## config.mk

```make
export PLATFORM = sky130hd
export DESIGN_NAME = heart_rate_session_monitor_core_flat
export DESIGN_NICKNAME = d
export VERILOG_FILES = /design/src/hdl/hrsm_pkg.sv /design/src/hdl/hrsm_if.sv /design/src/hdl/heart_rate_session_monitor_core.sv /design/src/flat_wrapper.sv
export SDC_FILE = /design/constraint.sdc
export NUM_CORES = 2
export LEC_CHECK = 0
export BUFFER_PORTS_ARGS = -buffer_cell sky130_fd_sc_hd__buf_4
export CAP_MARGIN = 10
export CORE_MARGIN = 8
export CORE_UTILIZATION = 60
export CTS_CLUSTER_SIZE = 16
export DETAILED_ROUTE_END_ITERATION = 8
export GPL_TIMING_DRIVEN = 0
export HOLD_SLACK_MARGIN = 0.02
export PLACE_DENSITY = 0.77
export SLEW_MARGIN = 20
export SYNTH_ARGS = -nofsm -noshare
export SYNTH_HDL_FRONTEND = slang
export SYNTH_SLANG_ARGS = --single-unit
```

## constraint.sdc

```tcl
create_clock -name clock -period 8.85 [get_ports clock]
set_input_delay 0.4425 -clock clock [delete_from_list [all_inputs] [get_ports clock]]
set_output_delay 0.4425 -clock clock [all_outputs]
set_load 0.01 [all_outputs]
```

## src/hdl/hrsm_pkg.sv

```systemverilog
package hrsm_pkg;

   localparam int RING_DEPTH = 12;
   localparam int PTR_W = (RING_DEPTH > 1) ? $clog2(RING_DEPTH) : 1;
   localparam int CNT_W = $clog2(RING_DEPTH + 1);
   localparam int SUM_W = $clog2(RING_DEPTH * 255 + 1);

   localparam int DIV_W = 16;
   localparam int DIV_CNT_W = $clog2(DIV_W + 1);
   localparam logic [DIV_W-1:0] RATE_NUM = 16'd60000;

   localparam int IR_W = 18;
   localparam int MS_W = 20;
   localparam int TIME_W = 32;
   localparam int RATE_W = 8;
   localparam int CSR_IDX_W = 3;
   localparam int CSR_DATA_W = 20;

   typedef enum logic [1:0] {
      MODE_WAIT  = 2'd0,
      MODE_STAB  = 2'd1,
      MODE_MON   = 2'd2,
      MODE_SLEEP = 2'd3
   } mode_type;

   localparam logic REQ_TICK = 1'b0;
   localparam logic REQ_SAMPLE = 1'b1;

   localparam logic [CSR_IDX_W-1:0] CSR_FINGER_THRESHOLD = 3'd0;
   localparam logic [CSR_IDX_W-1:0] CSR_STABILIZE_MS = 3'd1;
   localparam logic [CSR_IDX_W-1:0] CSR_MONITOR_MS = 3'd2;
   localparam logic [CSR_IDX_W-1:0] CSR_SLEEP_MS = 3'd3;
   localparam logic [CSR_IDX_W-1:0] CSR_RATE_LOW = 3'd4;
   localparam logic [CSR_IDX_W-1:0] CSR_RATE_HIGH = 3'd5;
   localparam logic [CSR_IDX_W-1:0] CSR_RING_PRESET = 3'd6;

   localparam logic [IR_W-1:0] FINGER_THRESHOLD_RST = 18'd50000;
   localparam logic [MS_W-1:0] STABILIZE_MS_RST = 20'd15000;
   localparam logic [MS_W-1:0] MONITOR_MS_RST = 20'd10000;
   localparam logic [MS_W-1:0] SLEEP_MS_RST = 20'd50000;
   localparam logic [RATE_W-1:0] RATE_LOW_RST = 8'd40;
   localparam logic [RATE_W-1:0] RATE_HIGH_RST = 8'd180;
   localparam logic [RATE_W-1:0] RING_PRESET_RST = 8'd70;

endpackage

```

## src/hdl/hrsm_if.sv

```systemverilog
interface hrsm_req_if;
   import hrsm_pkg::*;
   logic            valid;
   logic            ready;
   logic            req_type;
   logic [IR_W-1:0] ir_level;
   logic            beat_seen;

   modport source (output valid, req_type, ir_level, beat_seen, input ready);
   modport sink (input valid, req_type, ir_level, beat_seen, output ready);
endinterface

interface hrsm_rsp_if;
   import hrsm_pkg::*;
   logic              valid;
   logic              ready;
   logic [1:0]        mode;
   logic              finger_present;
   logic              beat_accepted;
   logic [RATE_W-1:0] instant_rate;
   logic              avg_valid;
   logic [RATE_W-1:0] avg_rate;

   modport source (output valid, mode, finger_present, beat_accepted, instant_rate,
                   avg_valid, avg_rate, input ready);
   modport sink (input valid, mode, finger_present, beat_accepted, instant_rate,
                 avg_valid, avg_rate, output ready);
endinterface

interface hrsm_csr_if;
   import hrsm_pkg::*;
   logic                  valid;
   logic                  ready;
   logic [CSR_IDX_W-1:0]  index;
   logic [CSR_DATA_W-1:0] data;

   modport source (output valid, index, data, input ready);
   modport sink (input valid, index, data, output ready);
endinterface

```

## src/hdl/heart_rate_session_monitor_core.sv

```systemverilog
// Heart-rate session monitor. Each request is a millisecond tick or a sensor sample and
// gives exactly one response. A tick, a sample without a beat and a sample taken while
// sleeping go from the execute state straight to the response register; a sample whose
// beat is rejected passes the rate check first; a sample whose beat is accepted also runs
// the shared 16-step restoring divider, once for 60000/interval and, unless every ring
// entry is zero, once for the ring sum over the count of nonzero entries, with the
// read-modify-write of the rate ring memory in between. A new request is taken the cycle
// after the previous one has been handed to the response register, and a response left
// waiting holds the block. The ring entries carry valid bits, so no clearing pass follows
// reset or the end of sleep. Configuration writes are taken in any cycle; ring_preset is
// applied at the next end of sleep, while reset restores the default preset.
module heart_rate_session_monitor_core (
   input logic        clock,
   input logic        reset,
   hrsm_req_if.sink   req,
   hrsm_rsp_if.source rsp,
   hrsm_csr_if.sink   csr
);
   import hrsm_pkg::*;

   typedef enum logic [2:0] {
      S_IDLE,
      S_EXEC,
      S_CHECK,
      S_DIV_RATE,
      S_READ,
      S_UPDATE,
      S_DIV_AVG,
      S_DONE
   } state_type;

   state_type state_ff;

   logic [IR_W-1:0]   thr_ff;
   logic [MS_W-1:0]   stab_ff;
   logic [MS_W-1:0]   mon_ff;
   logic [MS_W-1:0]   sleep_ff;
   logic [RATE_W-1:0] low_ff;
   logic [RATE_W-1:0] high_ff;
   logic [RATE_W-1:0] preset_cfg_ff;

   logic              req_type_ff;
   logic [IR_W-1:0]   ir_ff;
   logic              beat_ff;

   mode_type          mode_ff;
   logic [TIME_W-1:0] now_ff;
   logic [TIME_W-1:0] last_ff;
   logic [MS_W-1:0]   phase_ff;
   logic              finger_ff;
   logic [TIME_W-1:0] delta_ff;
   logic              mon_beat_ff;
   logic              acc_ff;
   logic [RATE_W-1:0] inst_ff;
   logic              avalid_ff;
   logic [RATE_W-1:0] avg_ff;

   logic [RATE_W-1:0]     preset_ff;
   logic [RATE_W-1:0]     ring_mem [RING_DEPTH];
   logic [RATE_W-1:0]     ring_rd_ff;
   logic [RING_DEPTH-1:0] ring_valid_ff;
   logic [PTR_W-1:0]      ptr_ff;
   logic [SUM_W-1:0]      sum_ff;
   logic [CNT_W-1:0]      cnt_ff;

   logic [DIV_W:0]         div_rem_ff;
   logic [DIV_W-1:0]       div_quo_ff;
   logic [DIV_W:0]         div_den_ff;
   logic [DIV_CNT_W-1:0]   div_cnt_ff;

   logic                   rsp_valid_ff;
   logic [1:0]             rsp_mode_ff;
   logic                   rsp_finger_ff;
   logic                   rsp_acc_ff;
   logic [RATE_W-1:0]      rsp_inst_ff;
   logic                   rsp_avalid_ff;
   logic [RATE_W-1:0]      rsp_avg_ff;

   logic [MS_W-1:0]        phase_in;
   logic                   finger_in;
   logic [TIME_W+RATE_W-1:0] lo_prod;
   logic [TIME_W+RATE_W-1:0] hi_prod;
   logic                   rate_ok;
   logic [DIV_W:0]         rem_sh;
   logic                   div_ge;
   logic [DIV_W:0]         rem_in;
   logic [DIV_W-1:0]       quo_in;
   logic [RATE_W-1:0]      old_entry;
   logic [SUM_W-1:0]       sum_in;
   logic [CNT_W-1:0]       cnt_in;
   logic [PTR_W-1:0]       ptr_in;
   logic                   out_free;

   assign req.ready = (state_ff == S_IDLE);
   assign csr.ready = 1'b1;

   assign rsp.valid = rsp_valid_ff;
   assign rsp.mode = rsp_mode_ff;
   assign rsp.finger_present = rsp_finger_ff;
   assign rsp.beat_accepted = rsp_acc_ff;
   assign rsp.instant_rate = rsp_inst_ff;
   assign rsp.avg_valid = rsp_avalid_ff;
   assign rsp.avg_rate = rsp_avg_ff;

   assign out_free = !rsp_valid_ff || rsp.ready;

   always_comb begin
      phase_in = phase_ff + MS_W'(1);
      finger_in = (ir_ff > thr_ff);
      lo_prod = (TIME_W+RATE_W)'(low_ff) * (TIME_W+RATE_W)'(delta_ff);
      hi_prod = (TIME_W+RATE_W)'(high_ff) * (TIME_W+RATE_W)'(delta_ff);
      rate_ok = (lo_prod < (TIME_W+RATE_W)'(RATE_NUM))
             && (hi_prod > (TIME_W+RATE_W)'(RATE_NUM));
      rem_sh = {div_rem_ff[DIV_W-1:0], div_quo_ff[DIV_W-1]};
      div_ge = (rem_sh >= div_den_ff);
      rem_in = div_ge ? (rem_sh - div_den_ff) : rem_sh;
      quo_in = {div_quo_ff[DIV_W-2:0], div_ge};
      old_entry = ring_valid_ff[ptr_ff] ? ring_rd_ff : preset_ff;
      sum_in = sum_ff - SUM_W'(old_entry) + SUM_W'(inst_ff);
      cnt_in = cnt_ff - CNT_W'(old_entry != '0) + CNT_W'(inst_ff != '0);
      ptr_in = (ptr_ff == PTR_W'(RING_DEPTH - 1)) ? '0 : (ptr_ff + PTR_W'(1));
   end

   always_ff @(posedge clock) begin
      if (reset) begin
         thr_ff <= FINGER_THRESHOLD_RST;
         stab_ff <= STABILIZE_MS_RST;
         mon_ff <= MONITOR_MS_RST;
         sleep_ff <= SLEEP_MS_RST;
         low_ff <= RATE_LOW_RST;
         high_ff <= RATE_HIGH_RST;
         preset_cfg_ff <= RING_PRESET_RST;
      end else if (csr.valid) begin
         case (csr.index)
            CSR_FINGER_THRESHOLD: thr_ff <= csr.data[IR_W-1:0];
            CSR_STABILIZE_MS:     stab_ff <= csr.data[MS_W-1:0];
            CSR_MONITOR_MS:       mon_ff <= csr.data[MS_W-1:0];
            CSR_SLEEP_MS:         sleep_ff <= csr.data[MS_W-1:0];
            CSR_RATE_LOW:         low_ff <= csr.data[RATE_W-1:0];
            CSR_RATE_HIGH:        high_ff <= csr.data[RATE_W-1:0];
            CSR_RING_PRESET:      preset_cfg_ff <= csr.data[RATE_W-1:0];
            default: ;
         endcase
      end
   end

   // ring memory, registered read
   always_ff @(posedge clock) begin
      if (state_ff == S_READ) begin
         ring_rd_ff <= ring_mem[ptr_ff];
      end
      if (state_ff == S_UPDATE) begin
         ring_mem[ptr_ff] <= inst_ff;
      end
   end

   always_ff @(posedge clock) begin
      if (reset) begin
         state_ff <= S_IDLE;
         mode_ff <= MODE_WAIT;
         now_ff <= '0;
         last_ff <= '0;
         phase_ff <= '0;
         finger_ff <= 1'b0;
         preset_ff <= RING_PRESET_RST;
         ring_valid_ff <= '0;
         ptr_ff <= '0;
         sum_ff <= SUM_W'(RING_DEPTH * RING_PRESET_RST);
         cnt_ff <= CNT_W'(RING_DEPTH);
         avg_ff <= RING_PRESET_RST;
         div_cnt_ff <= '0;
         rsp_valid_ff <= 1'b0;
      end else begin
         if (rsp_valid_ff && rsp.ready && (state_ff != S_DONE)) begin
            rsp_valid_ff <= 1'b0;
         end
         case (state_ff)
            S_IDLE: begin
               if (req.valid) begin
                  req_type_ff <= req.req_type;
                  ir_ff <= req.ir_level;
                  beat_ff <= req.beat_seen;
                  state_ff <= S_EXEC;
               end
            end
            S_EXEC: begin
               acc_ff <= 1'b0;
               inst_ff <= '0;
               avalid_ff <= 1'b0;
               if (req_type_ff == REQ_TICK) begin
                  state_ff <= S_DONE;
                  if (mode_ff == MODE_SLEEP && phase_in >= sleep_ff) begin
                     // end of sleep restores the reset state, with the configured ring preset
                     mode_ff <= MODE_WAIT;
                     now_ff <= '0;
                     last_ff <= '0;
                     phase_ff <= '0;
                     finger_ff <= 1'b0;
                     preset_ff <= preset_cfg_ff;
                     ring_valid_ff <= '0;
                     ptr_ff <= '0;
                     sum_ff <= SUM_W'(RING_DEPTH * preset_cfg_ff);
                     cnt_ff <= (preset_cfg_ff != '0) ? CNT_W'(RING_DEPTH) : '0;
                     avg_ff <= preset_cfg_ff;
                  end else begin
                     now_ff <= now_ff + TIME_W'(1);
                     if (mode_ff == MODE_STAB && phase_in >= stab_ff) begin
                        mode_ff <= MODE_MON;
                        phase_ff <= '0;
                     end else if (mode_ff == MODE_MON && phase_in >= mon_ff) begin
                        mode_ff <= MODE_SLEEP;
                        phase_ff <= '0;
                     end else if (mode_ff != MODE_WAIT) begin
                        phase_ff <= phase_in;
                     end
                  end
               end else if (mode_ff != MODE_SLEEP) begin
                  finger_ff <= finger_in;
                  if (finger_in && beat_ff) begin
                     delta_ff <= now_ff - last_ff;
                     last_ff <= now_ff;
                     mon_beat_ff <= (mode_ff == MODE_MON);
                     state_ff <= S_CHECK;
                  end else begin
                     state_ff <= S_DONE;
                  end
                  if (mode_ff == MODE_WAIT) begin
                     if (finger_in) begin
                        mode_ff <= MODE_STAB;
                        phase_ff <= '0;
                     end
                  end else if (!finger_in) begin
                     mode_ff <= MODE_WAIT;
                     phase_ff <= '0;
                  end
               end else begin
                  state_ff <= S_DONE;
               end
            end
            S_CHECK: begin
               if (rate_ok) begin
                  div_rem_ff <= '0;
                  div_quo_ff <= RATE_NUM;
                  div_den_ff <= (delta_ff[TIME_W-1:DIV_W] != '0)
                              ? ((DIV_W+1)'(1) << DIV_W)
                              : {1'b0, delta_ff[DIV_W-1:0]};
                  div_cnt_ff <= DIV_CNT_W'(DIV_W);
                  state_ff <= S_DIV_RATE;
               end else begin
                  state_ff <= S_DONE;
               end
            end
            S_DIV_RATE: begin
               div_rem_ff <= rem_in;
               div_quo_ff <= quo_in;
               div_cnt_ff <= div_cnt_ff - DIV_CNT_W'(1);
               if (div_cnt_ff == DIV_CNT_W'(1)) begin
                  inst_ff <= quo_in[RATE_W-1:0];
                  acc_ff <= 1'b1;
                  avalid_ff <= mon_beat_ff;
                  state_ff <= S_READ;
               end
            end
            S_READ: begin
               state_ff <= S_UPDATE;
            end
            S_UPDATE: begin
               ring_valid_ff[ptr_ff] <= 1'b1;
               ptr_ff <= ptr_in;
               sum_ff <= sum_in;
               cnt_ff <= cnt_in;
               if (cnt_in != '0) begin
                  div_rem_ff <= '0;
                  div_quo_ff <= DIV_W'(sum_in);
                  div_den_ff <= (DIV_W+1)'(cnt_in);
                  div_cnt_ff <= DIV_CNT_W'(DIV_W);
                  state_ff <= S_DIV_AVG;
               end else begin
                  avg_ff <= '0;
                  state_ff <= S_DONE;
               end
            end
            S_DIV_AVG: begin
               div_rem_ff <= rem_in;
               div_quo_ff <= quo_in;
               div_cnt_ff <= div_cnt_ff - DIV_CNT_W'(1);
               if (div_cnt_ff == DIV_CNT_W'(1)) begin
                  avg_ff <= quo_in[RATE_W-1:0];
                  state_ff <= S_DONE;
               end
            end
            S_DONE: begin
               if (out_free) begin
                  rsp_valid_ff <= 1'b1;
                  rsp_mode_ff <= mode_ff;
                  rsp_finger_ff <= finger_ff;
                  rsp_acc_ff <= acc_ff;
                  rsp_inst_ff <= inst_ff;
                  rsp_avalid_ff <= avalid_ff;
                  rsp_avg_ff <= avg_ff;
                  state_ff <= S_IDLE;
               end
            end
            default: state_ff <= S_IDLE;
         endcase
      end
   end

   a_cnt_range: assert property (@(posedge clock) disable iff (reset)
      cnt_ff <= CNT_W'(RING_DEPTH))
      else $error("nonzero entry count exceeds ring depth");

   a_ptr_range: assert property (@(posedge clock) disable iff (reset)
      ptr_ff <= PTR_W'(RING_DEPTH - 1))
      else $error("ring pointer out of range");

   a_avalid_acc: assert property (@(posedge clock) disable iff (reset)
      rsp_valid_ff && rsp_avalid_ff |-> rsp_acc_ff)
      else $error("average marked valid without an accepted beat");

   a_inst_zero: assert property (@(posedge clock) disable iff (reset)
      rsp_valid_ff && !rsp_acc_ff |-> rsp_inst_ff == '0)
      else $error("instant rate nonzero on a rejected request");

   a_div_idle: assert property (@(posedge clock) disable iff (reset)
      state_ff == S_IDLE |-> div_cnt_ff == '0)
      else $error("divider busy while idle");

endmodule

```

## src/flat_wrapper.sv

```systemverilog
// flat-port wrapper written by rule: the top's interface ports become plain ports
module heart_rate_session_monitor_core_flat import hrsm_pkg::*;
  (clock, reset, req_valid, req_req_type, req_ir_level, req_beat_seen, req_ready, rsp_valid, rsp_mode, rsp_finger_present, rsp_beat_accepted, rsp_instant_rate, rsp_avg_valid, rsp_avg_rate, rsp_ready, csr_valid, csr_index, csr_data, csr_ready);
  hrsm_req_if req_i ();
  hrsm_rsp_if rsp_i ();
  hrsm_csr_if csr_i ();
  input logic clock;
  input logic reset;
  input wire logic [$bits(req_i.valid)-1:0] req_valid;
  input wire logic [$bits(req_i.req_type)-1:0] req_req_type;
  input wire logic [$bits(req_i.ir_level)-1:0] req_ir_level;
  input wire logic [$bits(req_i.beat_seen)-1:0] req_beat_seen;
  output wire logic [$bits(req_i.ready)-1:0] req_ready;
  output wire logic [$bits(rsp_i.valid)-1:0] rsp_valid;
  output wire logic [$bits(rsp_i.mode)-1:0] rsp_mode;
  output wire logic [$bits(rsp_i.finger_present)-1:0] rsp_finger_present;
  output wire logic [$bits(rsp_i.beat_accepted)-1:0] rsp_beat_accepted;
  output wire logic [$bits(rsp_i.instant_rate)-1:0] rsp_instant_rate;
  output wire logic [$bits(rsp_i.avg_valid)-1:0] rsp_avg_valid;
  output wire logic [$bits(rsp_i.avg_rate)-1:0] rsp_avg_rate;
  input wire logic [$bits(rsp_i.ready)-1:0] rsp_ready;
  input wire logic [$bits(csr_i.valid)-1:0] csr_valid;
  input wire logic [$bits(csr_i.index)-1:0] csr_index;
  input wire logic [$bits(csr_i.data)-1:0] csr_data;
  output wire logic [$bits(csr_i.ready)-1:0] csr_ready;
  assign req_i.valid = req_valid;
  assign req_i.req_type = req_req_type;
  assign req_i.ir_level = req_ir_level;
  assign req_i.beat_seen = req_beat_seen;
  assign req_ready = req_i.ready;
  assign rsp_valid = rsp_i.valid;
  assign rsp_mode = rsp_i.mode;
  assign rsp_finger_present = rsp_i.finger_present;
  assign rsp_beat_accepted = rsp_i.beat_accepted;
  assign rsp_instant_rate = rsp_i.instant_rate;
  assign rsp_avg_valid = rsp_i.avg_valid;
  assign rsp_avg_rate = rsp_i.avg_rate;
  assign rsp_i.ready = rsp_ready;
  assign csr_i.valid = csr_valid;
  assign csr_i.index = csr_index;
  assign csr_i.data = csr_data;
  assign csr_ready = csr_i.ready;
  heart_rate_session_monitor_core u_core (.clock(clock), .reset(reset), .req(req_i), .rsp(rsp_i), .csr(csr_i));
endmodule
```

# After elaboration in Yosys (flattened, before gate mapping)
# Memory sizes are Yosys's and may differ from the RTL's. A register that Yosys moved wholly into a read port is not among the register bits.
# Index checks and enable logic that the tools add are counted.
totals:
  register_bits: 379
  memories: 1
  word_cells: 231
  out_inout_bits: 24
  ramBits: 96
  in_bits: 48
classes:
  n_reduce_logical: 51
  order_cmp: 9
  n_eq_ne: 33
  add_sub_neg: 10
  multipliers: 3
  n_mux: 83
  n_bitwise: 3
memory_table:
  columns: ["memory", "words", "word_bits", "read_ports", "rd_clocked_by_memory_dff", "write_ports", "line_no", "rtl"]
  rows:
  - ["u_core.ring_mem", 12, 8, 1, 1, 1, "heart_rate_session_monitor_core.sv:59", "logic [RATE_W-1:0] ring_mem [RING_DEPTH];"]
op_table:
  columns: ["op", "n"]
  rows:
  - ["$mux 20", 9]
  - ["$mux 32", 5]
  - ["$pmux 16 s3", 2]
  - ["$mul 8x32->40", 2]
  - ["$mux 16", 5]
  - ["$ge 20x20->1", 3]
  - ["$mux 17", 3]
  - ["$mux 12", 4]
  - ["$pmux 12 s2", 2]
  - ["$gt 40x16->1 const B", 1]
  - ["$lt 40x16->1 const B", 1]
  - ["$mux 8", 5]
  - ["$pmux 17 s2", 1]
  - ["$add 32x1->32 const B", 1]
  - ["$sub 32x32->32", 1]
  - ["$mux 3", 8]
  - ["$mux 4", 6]
  - ["$pmux 3 s8", 1]
  - ["$pmux 8 s3", 1]
  - ["$reduce_bool 8->1", 3]
  - ["$eq 3x3->1 const B", 7]
  - ["$reduce_and 3->1", 7]
  - ["$add 20x1->20 const B", 1]
  - ["$reduce_and 5->1", 4]
  - ["other kinds (45)", 109]

# Longest topological paths before layout
logic_depth:
  word_depth: 9
  mapped_depth: 24
  depth_no_buf: 22

# Least setup slack after synthesis
# No wires, ideal clock.
synth_path:
  path_type: "register to register"
  from: "reg u_core.delta_ff[3]"
  to: "reg u_core.div_den_ff[0], enable pin"
  setup_time_ps: 397
  synth_period_minus_slack_ps: 7457
  stages_incl_launch_ff: 24
  path_buffers: 1
  setup_slack_ps: 1393
  required_ps: 8453
  t_arrival_ps: 7061
  cell_sequence: "edfxtp_1 -> clkbuf_1 -> and2_1 -> fa_1 -> inv_1 -> fa_1 -> inv_1 -> fa_1 -> inv_1 -> fa_1 -> inv_1 -> ha_1 -> a21o_1 -> a2111oi_4 -> nor3_1 -> or3_1 -> a22oi_1 -> a211oi_1 -> or4_4 -> a2111oi_4 -> nand4_1 -> a2111o_1 -> or2_1 -> a21oi_1"
synth_between:
  elab_chain_len: 5
  elab_cells_between_ends: 7
  classes_between: "2 x mul; 2 x order compare; 1 x eq/ne; 2 x reduce/logical"
synth_rtl:
  columns: ["item", "line_no", "rtl"]
  rows:
  - ["start, declared", "heart_rate_session_monitor_core.sv:51", "logic [TIME_W-1:0] delta_ff;"]
  - ["start signal, assigned", "heart_rate_session_monitor_core.sv:220", "delta_ff <= now_ff - last_ff;"]
  - ["$mul 8x32->40, on equally long branches", "heart_rate_session_monitor_core.sv:110, heart_rate_session_monitor_core.sv:111", null]
  - ["$lt 40x16->1 / $gt 40x16->1 (equally long branches)", "heart_rate_session_monitor_core.sv:112, heart_rate_session_monitor_core.sv:113", null]
  - ["$logic_and 1x1->1 (*)", "heart_rate_session_monitor_core.sv:113", "&& (hi_prod > (TIME_W+RATE_W)'(RATE_NUM));"]
  - ["$ne 2x1->1 (no source line) (*)", null, null]
  - ["$reduce_and 4->1 (no source line) (*)", null, null]
  - ["end signal, assigned", "heart_rate_session_monitor_core.sv:244", "div_den_ff <= (delta_ff[TIME_W-1:DIV_W] != '0)"]
  - ["end signal, assigned", "heart_rate_session_monitor_core.sv:275", "div_den_ff <= (DIV_W+1)'(cnt_in);"]
  - ["end, declared", "heart_rate_session_monitor_core.sv:68", "logic [DIV_W:0] div_den_ff;"]
# Mark *: on every way between the ends. The rest lies on a longest branch, timed or not.
# A chain may end at the register's enable or synchronous reset.

# Worst setup path after layout
layout_path:
  from: "reg u_core.delta_ff[9]"
  to: "reg u_core.div_rem_ff[14], enable pin"
layout_between:
  elab_chain_len: 5
  elab_cells_between_ends: 7
  classes_between: "2 x mul; 2 x order compare; 1 x eq/ne; 2 x reduce/logical"
layout_rtl:
  columns: ["item", "line_no", "rtl"]
  rows:
  - ["$mul 8x32->40, on equally long branches", "heart_rate_session_monitor_core.sv:110, heart_rate_session_monitor_core.sv:111", null]
  - ["$lt 40x16->1 / $gt 40x16->1 (equally long branches)", "heart_rate_session_monitor_core.sv:112, heart_rate_session_monitor_core.sv:113", null]
  - ["$logic_and 1x1->1 (*)", "heart_rate_session_monitor_core.sv:113", null]
  - ["$ne 2x1->1 (no source line) (*)", null, null]
  - ["$reduce_and 4->1 (no source line) (*)", null, null]
  - ["end signal, assigned", "heart_rate_session_monitor_core.sv:254", "div_rem_ff <= rem_in;"]
  - ["end signal, assigned", "heart_rate_session_monitor_core.sv:284", "div_rem_ff <= rem_in;"]
  - ["end, declared", "heart_rate_session_monitor_core.sv:66", "logic [DIV_W:0] div_rem_ff;"]
# Marked as above.

==> out/metrics.cfg <==
[critical_path]
critPathTopFamily=adder cells
path_class=register to register
critPathCaptureType=register
path_buf_inv=5
cp.arrival_ns=8.83
cp_data_required_time_ns=9.11
cp_slowest_cell=edfxtp_1
startpoint_type=register
crit_path_frequent_cell=fa_1
critical_path.max_fanout=26
cp_slowest_stage_delay_ns=0.63
cp_cell_sequence=buf_1, and2_1, fa_1, fa_1, fa_1, inv_1, fa_1, inv_1, ha_1, clkbuf_1, and4_1, a221o_1, a31oi_1, o21bai_1, xor2_1, or4_4, a2111oi_4, nand4_1, a2111o_1, a21oi_2, and2_2, buf_12

[yosys]
synth_cell_types=88
ys_warn_count=0
synth_xor_area_frac=0.0289
syn_area_per_cell_um2=9.07
synth_edf_count=237
yosys.area_share.simple=0.189
synthTopCellsByArea=fa_1 (18%), edfxtp_1 (17%), dfxtp_1 (12%)
synth_top_area_frac=0.180
synthAdderAreaFrac=0.266
synth_compound_area_frac=0.120
synth_top_family_by_area=adder cells
synth_fp_nets=5251
synthArstFlopShare=0
synth.mux.area_fraction=0.0259
syn_inst=4548
synth_seq_area_share=0.292
netlist.top_cell.by_area=fa_1
synth_area_um2=41300
synthFlopType=dfxtp_1
ys_seq_elements=483

[global_routing]
gr-total-overflow=0
use_met1=0.360
antenna_found_initial=2
grtUsageMet3=0.0487
use_met2=0.463
busiest_layer=met2
grt_pass1_wl_mm=176
grt_pass1_vias=32983
grt_max_degree=27
gr-usage-all-layers=0.280

[finish]
syn_to_final_growth_pct=7.75
seq_area_um2=12000
multiInputGateArea_um2=26000
nFillCells=5532
antenna_cells=0
post-route-util=0.651
final_cells=5586
final_common_cell=inv_1
final_cell_mix=inv_1 (646), nand2_1 (550), and2_1 (389)
fin_nets=5375
final_area_um2=44500
drive_gt1_frac=0.0451

[floorplan]
fp.coreArea_um2=68300
dieArea_um2=77400
io_pins=72
die_h_um=278
row_count=96
die_x_um=278
start_util=0.604

[timing]
fmax_mhz=117
post-route-period-util=0.969
rsz0062_at_grt=false
worst_pin_slew_ns=1.14
finalHoldViolCount=0
post-route-min-period_ns=8.58
maxSlewViolCount=0
fin_worst_skew_ns=0.0261
slew_headroom=0.237
setup_viol=0

[clock_network]
path_clk_slew_ns=0.07
cts_hold_buffers=0
clkLatencyLatePin_ns=0.58
htree_levels=2
cts_tree=built
cts.path.max_buffers=3
numCtsBuffers=43
cts.sinks=483
clockRootBuffer=clkbuf_16

[min_path]
hold_path.class=primary input to register

[run_status]
status=complete, no violations

[power]
switching_share=0.381
pwr-share-comb=0.415
peakVddDrop_uv=207
pwr-share-clk=0.251
power_mw=7.76
p_leak_nw=19.2
p_switching_mw=2.95
p_int_mw=4.80
power.share.sequential=0.335
powerDensity_nw_per_um2=174

[routing]
routedWlPerCell_um=19.8
drcViolationCount=0
drtIter0Drc=2814
via_per_inst=5.91
via_count=32990
dr.pass1.iters=8
ant_nets=0
routed_wl_mm=110

[placed_design]
place_congestion=0.942
dpl.hpwl_mm=84.5
dp.cells=5507
numPortBuffers=69
post_dp_cell_area_um2=43000

[flow_run]
cap_violations=0

kinds of logic (layout without fill, tap and decap cells):
group / count (synthesis) / after routing
AOI/OAI and AO/OA: 765 / 765
xor gates and xnor gates: 136 / 136
adders and majority gates: 655 / 655
buffers and inverters: 857 / 1013
DFF: 483 / 483
muxes: 72 / 72
other: 1 / 1
and+or+nand+nor: 1579 / 1579
final timing paths:
| check | start | end | slack (ns) | cells after the start |
|---|---|---|---|---|
| max reg2reg | u_core.delta_ff[9]$_DFFE_PP_ | u_core.div_rem_ff[14]$_SDFFCE_PP0P_ | 0.27 | 22 |
| max | u_core.delta_ff[9]$_DFFE_PP_ | u_core.div_rem_ff[14]$_SDFFCE_PP0P_ | 0.27 | 22 |
| min | req_ir_level[7] | u_core.ir_ff[7]$_DFFE_PP_ | 0.05 | 1 |
| min reg2reg | u_core.acc_ff$_DFFE_PP_ | u_core.rsp.beat_accepted$_DFFE_PP_ | 0.43 | 0 |
worst register-to-register path: stages, from the launching register on:
cell	delay [ns]
edfxtp_1	0.63
buf_1	0.61
and2_1	0.25
fa_1	0.46
fa_1	0.54
fa_1	0.55
inv_1	0.05
fa_1	0.53
inv_1	0.04
ha_1	0.35
clkbuf_1	0.25
and4_1	0.26
a221o_1	0.29
a31oi_1	0.34
o21bai_1	0.15
xor2_1	0.18
or4_4	0.55
a2111oi_4	0.32
nand4_1	0.35
a2111o_1	0.63
a21oi_2	0.34
and2_2	0.37
buf_12	0.24
state kept, by name (all words and copies together) (netlist names), 20 cells and up:
register         count
u_core.phase_ff     20
u_core.delta_ff     32
u_core.sleep_ff     20
u_core.ring_mem     96
u_core.last_ff      32
u_core.stab_ff      20
u_core.now_ff       32
u_core.mon_ff       20
final cells by class:
type	count	area share
clock buffer	64	0.0281
buffer	210	0.0180
tap	882	0.0248
timing repair buffer	79	0.0137
clock inverter	13	0.00473
sequential	483	0.271
multi-input combinational	3208	0.585
inverter	647	0.0546
synth_stat cells, drive strengths merged, types with 9 or more instances:
cell type / instances
nor3: 50
xor2: 56
or3: 21
a21o: 89
mux2i: 37
ha: 284
a31oi: 22
o21bai: 28
and2: 390
nand2: 550
a21boi: 11
dfxtp: 246
a21oi: 284
a2111oi: 10
buf: 16
edfxtp: 237
o21a: 18
nor2: 238
o21ai: 112
clkbuf: 194
a221oi: 16
inv: 647
o211ai: 53
xnor2: 80
fa: 371
nand2b: 25
mux4: 27
nand3: 108
nor4: 18
o31ai: 10
and3: 45
nor2b: 43
or4: 9
nand4: 49
a211oi: 17
a211o: 11
layer usage:
layer,wire length (um),up-vias
li1,-,15314
met5,13,-
met4,5310,2
met3,8690,310
met1,44700,16032
met2,51700,1332
power by group through the flow:
stage / Clock (mW) / Sequential [mW] / Combinational (mW)
6_report: 1.95 / 2.60 / 3.22
5_1_grt: 2.06 / 2.60 / 3.60
4_1_cts: 1.97 / 2.59 / 3.18
3_5_place_dp: 0 / 2.64 / 3.15
3_3_place_gp: 0 / 2.64 / 3.09
2_1_floorplan: 0 / 2.59 / 2.36
stage by stage:
stage / hold WS (ns) / setup TNS, ns / worst slack [ns]
global route: 0.0333 / 0 / 0.00158
CTS: 0.0274 / 0 / 0.333
global placement: 0.418 / -18.98 / -0.411
detailed placement: 0.408 / 0 / 0.363
floorplan: 0.400 / 0 / 1.39
finish: 0.0515 / 0 / 0.274
timing repair:
| action | 4_1_cts | 5_1_grt |
|---|---|---|
| gates resized for setup | 0 | 14 |
| setup buffers | 0 | 2 |
| endpoints found under the hold margin | 0 | 0 |
| setup endpoints to repair | 0 | 26 |
Power figures use the tool's default switching activity.
